File: src/hw/rtl/bpred_pkg.sv
// Shared types and constants for the bimodal / BTB / return-stack branch predictor.
package bpred_pkg;

	typedef enum logic [0:0] {
		KIND_PREDICT = 1'b0,
		KIND_TRAIN   = 1'b1
	} kind_t;

	localparam int unsigned PC_W     = 64;
	localparam int unsigned LEN_W    = 3;
	localparam int unsigned OFF_W    = 21;
	localparam int unsigned IMM_W    = 12;
	localparam int unsigned TAG_LSB  = 7;
	localparam int unsigned TAG_W    = 16;

	// Direction entry: {set, counter[1:0]}
	localparam int unsigned DIR_ENT_W = 3;
	localparam logic [1:0] CTR_TAKEN_LIMIT = 2'd2;
	localparam logic [1:0] CTR_MAX         = 2'd3;
	localparam logic [1:0] CTR_MIN         = 2'd0;
	localparam logic [1:0] CTR_INIT_TAKEN  = 2'd2;
	localparam logic [1:0] CTR_INIT_NOT    = 2'd1;

	// Return stack update for one transaction leaving the work stage.
	typedef struct packed {
		logic pop;
		logic push;
		logic flush;
	} ras_op_t;

endpackage

File: src/hw/rtl/bpred_ras.sv
// Return address stack: circular memory with base pointer, drops oldest on overflow.
module bpred_ras #(
	parameter int unsigned RETURN_DEPTH = 8
) (
	input  logic                           clk,
	input  logic                           arst_n,
	input  bpred_pkg::ras_op_t             op,
	input  logic [bpred_pkg::PC_W-1:0]     push_data,
	output logic                           nonempty,
	output logic [bpred_pkg::PC_W-1:0]     top
);
	import bpred_pkg::*;

	localparam int unsigned PW = (RETURN_DEPTH > 1) ? $clog2(RETURN_DEPTH) : 1;
	localparam int unsigned CW = $clog2(RETURN_DEPTH + 1);
	localparam int unsigned SW = CW + 1;
	localparam logic [CW-1:0] DEPTH_C = CW'(RETURN_DEPTH);
	localparam logic [SW-1:0] DEPTH_S = SW'(RETURN_DEPTH);

	logic [PC_W-1:0] mem [0:RETURN_DEPTH-1];

	logic [PW-1:0] base_q, base_n;
	logic [CW-1:0] count_q, count_n, count_pop, count_m1;
	logic [SW-1:0] wsum, tsum;
	logic [PW-1:0] waddr, taddr;
	logic [PC_W-1:0] top_q;

	always_comb begin
		count_pop = (op.pop && count_q != '0) ? count_q - CW'(1) : count_q;
		wsum = SW'(base_q) + SW'(count_pop);
		if (wsum >= DEPTH_S) begin
			wsum = wsum - DEPTH_S;
		end
		base_n  = base_q;
		count_n = count_pop;
		waddr   = wsum[PW-1:0];
		if (op.push) begin
			if (count_pop == DEPTH_C) begin
				// full: overwrite the oldest slot and advance the base
				waddr   = base_q;
				base_n  = (SW'(base_q) + SW'(1) >= DEPTH_S) ? '0 : base_q + PW'(1);
				count_n = DEPTH_C;
			end else begin
				count_n = count_pop + CW'(1);
			end
		end
		if (op.flush) begin
			count_n = '0;
		end
		count_m1 = (count_n == '0) ? '0 : count_n - CW'(1);
		tsum = SW'(base_n) + SW'(count_m1);
		if (tsum >= DEPTH_S) begin
			tsum = tsum - DEPTH_S;
		end
		taddr = tsum[PW-1:0];
	end

	always_ff @(posedge clk or negedge arst_n) begin
		if (!arst_n) begin
			base_q  <= '0;
			count_q <= '0;
		end else begin
			base_q  <= base_n;
			count_q <= count_n;
		end
	end

	// top_q always tracks the entry at the top of the current stack
	always_ff @(posedge clk) begin
		if (op.push) begin
			mem[waddr] <= push_data;
			top_q      <= push_data;
		end else begin
			top_q      <= mem[taddr];
		end
	end

	assign nonempty = (count_q != '0);
	assign top      = top_q;

	a_count_range: assert property (@(posedge clk) disable iff (!arst_n)
		count_q <= DEPTH_C)
		else $error("return stack count out of range");

	a_base_range: assert property (@(posedge clk) disable iff (!arst_n)
		SW'(base_q) < DEPTH_S)
		else $error("return stack base out of range");

	a_flush_empties: assert property (@(posedge clk) disable iff (!arst_n)
		op.flush |=> count_q == '0)
		else $error("return stack not empty after flush");

endmodule

File: config.mk
export PLATFORM = sky130hd
export DESIGN_NAME = bpred_ras
export DESIGN_NICKNAME = d
export VERILOG_FILES = /design/src/hw/rtl/bpred_pkg.sv /design/src/hw/rtl/bpred_ras.sv
export SDC_FILE = /design/constraint.sdc
export NUM_CORES = 1
export LEC_CHECK = 0
export BUFFER_PORTS_ARGS = -buffer_cell sky130_fd_sc_hd__buf_4
export CORE_UTILIZATION = 40
export CTS_CLUSTER_DIAMETER = 100
export DETAILED_ROUTE_END_ITERATION = 10
export GPL_ROUTABILITY_DRIVEN = 0
export MAX_ROUTING_LAYER = met4
export SLEW_MARGIN = 20
export SYNTH_ARGS = -nofsm -noshare
export SYNTH_HDL_FRONTEND = slang
export SYNTH_SLANG_ARGS = --single-unit
File: constraint.sdc
create_clock -name clk -period 7.1 [get_ports clk]
set_clock_uncertainty 0.1 [all_clocks]
set_input_delay 1.42 -clock clk [delete_from_list [all_inputs] [get_ports clk]]
set_output_delay 1.42 -clock clk [all_outputs]
set_load 0.1 [all_outputs]
==> qor.txt <==
===============================================================================
Least-Margin Pin Slew                                                   1021 ps
#FFs+latches synth                                                          583
Die Y-Extent                                                           252.5 um
Result of the run                                                  finished, final reports clean
Detailed-route wire length                                             63640 um
Most frequent cell after synthesis                                 sky130_fd_sc_hd__edfxtp_1
Number of cells produced by synthesis                                      1615
Area growth from synthesis to final layout                               16.46%
Antenna violations before repair                                              4
Remaining Overflow, GRT                                                       0
Wire length of the first global-routing pass                           95340 um
Filler Cells Inserted                                                      5265
Clock tree from TritonCTS                                                  done
Post-placement setup slack                                             749.7 ps
Category of the most critical setup path                           flip-flop to flip-flop
Combined area of all synthesized cells                                25100 um2
RR Endpoint                                                             top[10]
Hold/Removal Path Class                                            primary input to async pin
Number of routed nets with antenna violations                                 0
Residual DRC                                                                  0
Max stage delay on crit path                                            1030 ps
Violation count after the first detailed-routing iteration                 1418
Most Frequent Cell on Critical Path                                sky130_fd_sc_hd__inv_1
Number of top-level design ports                                            134
Count of unique library cells instantiated by Yosys                          62
Final #Nets                                                                1792
Startpoint of the worst-slack reg-to-reg timing path                 count_q[0]
Detailed-routing iteration count for the pre-antenna-repair pass              5
Required time at the worst-slack endpoint                               7480 ps
Chain of cells forming the critical path                           inv_1, ha_1, nor3b_2, inv_2, a211oi_2, inv_1, ha_1, nand2_1, xor2_1, nor3b_1, nor3_1, nor2_1, ha_4, inv_1, fa_4, buf_4, mux4_2, nand2_1, nor4_1, mux2i_1, nand3_1
Share of layout cells above drive strength 1                             0.2475
Global routing usage summed across all routing layers                    0.2051
Number of enable flip-flop cells after synthesis                            512
Combined area of the multi-input logic cells                           7702 um2
Number of resized instances in the post-cts repair step                       0
Seq/Total Area, Yosys                                                    0.6706
Clock buffer depth                                                            3
Endpoint kind of the worst setup timing path                          flip-flop
Number of standard-cell rows in the floorplan                                91
Detailed placer's ending HPWL                                          34050 um
Final setup violation count                                                   0
Number of global-route vias before repair                                 15447
Drt via density                                                           5.815
Setup Buffers After CTS                                                       0
WL/cell                                                                24.41 um
Worst setup path end                                                    top[10]
Cell types occupying the most area after synthesis                 sky130_fd_sc_hd__edfxtp_1 (61%), sky130_fd_sc_hd__mux4_2 (11%), sky130_fd_sc_hd__dfxtp_1 (5.1%)
Number of synthesis warnings                                                  0
Critical path's top delay family                                    adder cells
Post-layout util                                                         0.4728
Endpoint arrival time on the critical path                              6270 ps
Chip Width                                                             252.5 um
Final worst path period share                                            0.8296
Critical path depth                                                          21
Max-cap violation count                                                       0
Crit path buffers/inverters                                                   5
Area of the die                                                       63760 um2
Worst reg2reg setup slack                                               1210 ps
Clock sink total                                                            583
Number of buffer cells added on primary ports                               133
Area taken by flip-flops and latches                                  16830 um2
Element type at the critical path start                               flip-flop
Crit path from                                                       count_q[0]
Number of endpoints with negative hold slack in the final report              0
Final critical path time including I/O delays and setup                 5890 ps
Final setup TNS                                                            0 ps
Area share of the largest cell type after synthesis                      0.6125
Unrepaired setup endpoints after global routing                              no
Cell types with the highest counts after synthesis                 sky130_fd_sc_hd__edfxtp_1 (512), sky130_fd_sc_hd__nand2_1 (198), sky130_fd_sc_hd__a31oi_1 (128), sky130_fd_sc_hd__mux2i_1 (128), sky130_fd_sc_hd__mux4_2 (128)
Final max-slew violation count                                                0
Headroom to the max-slew limit                                           0.3046
Core Footprint                                                        61830 um2
Worst reg-to-reg path cell count                                             21
Setup WS post-layout                                                    1210 ps
Clock latency reported for the late side of the worst-skew pair          620 ps
Leading area contributor after synthesis                           sky130_fd_sc_hd__edfxtp_1
Post-synth ARST share                                                   0.01201
Via count                                                                 15161
Inserted Clock Buffers                                                       60
Number of hold buffers added after cts                                        0
Average cell area after synthesis                                     15.54 um2
Master of the slowest instance on the critical path                sky130_fd_sc_hd__fa_4
Number of H-tree branching levels                                             2
Clock root cell                                                    sky130_fd_sc_hd__clkbuf_16
Starting density of the core                                             0.4060
Pin count of the biggest net entering global routing                         75
Most frequently used flop master after synthesis                   sky130_fd_sc_hd__edfxtp_1
Clock transition at the registers of the reported paths                   60 ps
Achievable clock frequency                                            169.8 MHz
Number of nets in the synthesized netlist                                  1691
CP max FO                                                                    27
===============================================================================
## metrics by stage
stage | instances | hold slack, ps | area, um2
floorplan | 1615 | 494.3 | 25100
global placement | 2490 | 532.5 | 27200
detailed placement | 2490 | 544.4 | 27200
CTS | 2602 | 477.6 | 29210
global route | 2606 | 500.5 | 29230
finish | 2607 | 510.7 | 29230
## cells in the final DEF, fill, tap and decap left out, types with 3 or more instances in the layout
cell type	instances
sky130_fd_sc_hd__a21oi_1	3
sky130_fd_sc_hd__a31oi_1	128
sky130_fd_sc_hd__buf_12	13
sky130_fd_sc_hd__buf_4	175
sky130_fd_sc_hd__bufinv_16	8
sky130_fd_sc_hd__clkbuf_1	12
sky130_fd_sc_hd__clkbuf_16	61
sky130_fd_sc_hd__clkbuf_8	3
sky130_fd_sc_hd__clkinv_1	7
sky130_fd_sc_hd__clkinv_2	13
sky130_fd_sc_hd__clkinv_4	3
sky130_fd_sc_hd__clkinvlp_4	4
sky130_fd_sc_hd__dfrtp_1	7
sky130_fd_sc_hd__dfxtp_1	64
sky130_fd_sc_hd__diode_2	4
sky130_fd_sc_hd__edfxtp_1	512
sky130_fd_sc_hd__ha_1	4
sky130_fd_sc_hd__inv_1	9
sky130_fd_sc_hd__mux2i_1	126
sky130_fd_sc_hd__mux4_2	128
sky130_fd_sc_hd__nand2_1	198
sky130_fd_sc_hd__nand2b_1	3
sky130_fd_sc_hd__nand3_1	64
sky130_fd_sc_hd__nor2_1	10
sky130_fd_sc_hd__nor2_4	8
sky130_fd_sc_hd__nor2b_1	5
sky130_fd_sc_hd__nor3_1	5
sky130_fd_sc_hd__nor3b_1	4
sky130_fd_sc_hd__nor4_1	126
sky130_fd_sc_hd__o21ai_0	8
sky130_fd_sc_hd__xnor2_1	3
## routing by layer
layer	GRT usage	share of wire	vias to the layer above
met5	-	0	-
li1	-	-	6713
met1	0.2763	0.44	7809
met4	0.06009	0.019	0
met3	0.03666	0.068	99
met2	0.3188	0.48	540
## kinds of logic after synthesis
group,after synthesis,synth area share
AND/OR/NAND/NOR,439,0.08619
XOR/XNOR,5,0.001745
flip-flops,583,0.6706
adder cells (fa/ha/maj),7,0.004088
buffers and inverters,161,0.02796
multiplexers,259,0.1674
AO/OA/AOI/OAI,161,0.04207
## how the worst min path moves through the flow
stage / from / to / slack (ps) / depth (start not counted)
finish: arst_n / base_q[0] / 510 / 1
global route: arst_n / base_q[1] / 500 / 1
CTS: arst_n / base_q[0] / 480 / 1
detailed placement: base_q[2] / base_q[2] / 540 / 1
global placement: base_q[2] / base_q[2] / 530 / 1
floorplan: base_q[0] / base_q[0] / 490 / 1
## sequential cells by signal, indices dropped and copies added (netlist names)
register and flops:
count_q 4, mem 512, base_q 3, top 64
## layout make-up
type | instances | area share
antenna | 4 | 0.0003424
clock buffer | 76 | 0.05517
clock inverter | 36 | 0.01357
inverter | 11 | 0.001498
multi-input combinational | 871 | 0.2635
sequential | 583 | 0.5758
tap | 837 | 0.03582
timing repair buffer | 189 | 0.05436
Power is left out: the tool's default activity adds up to more than one toggle a clock period on the data nets, which glitch-free logic cannot reach.
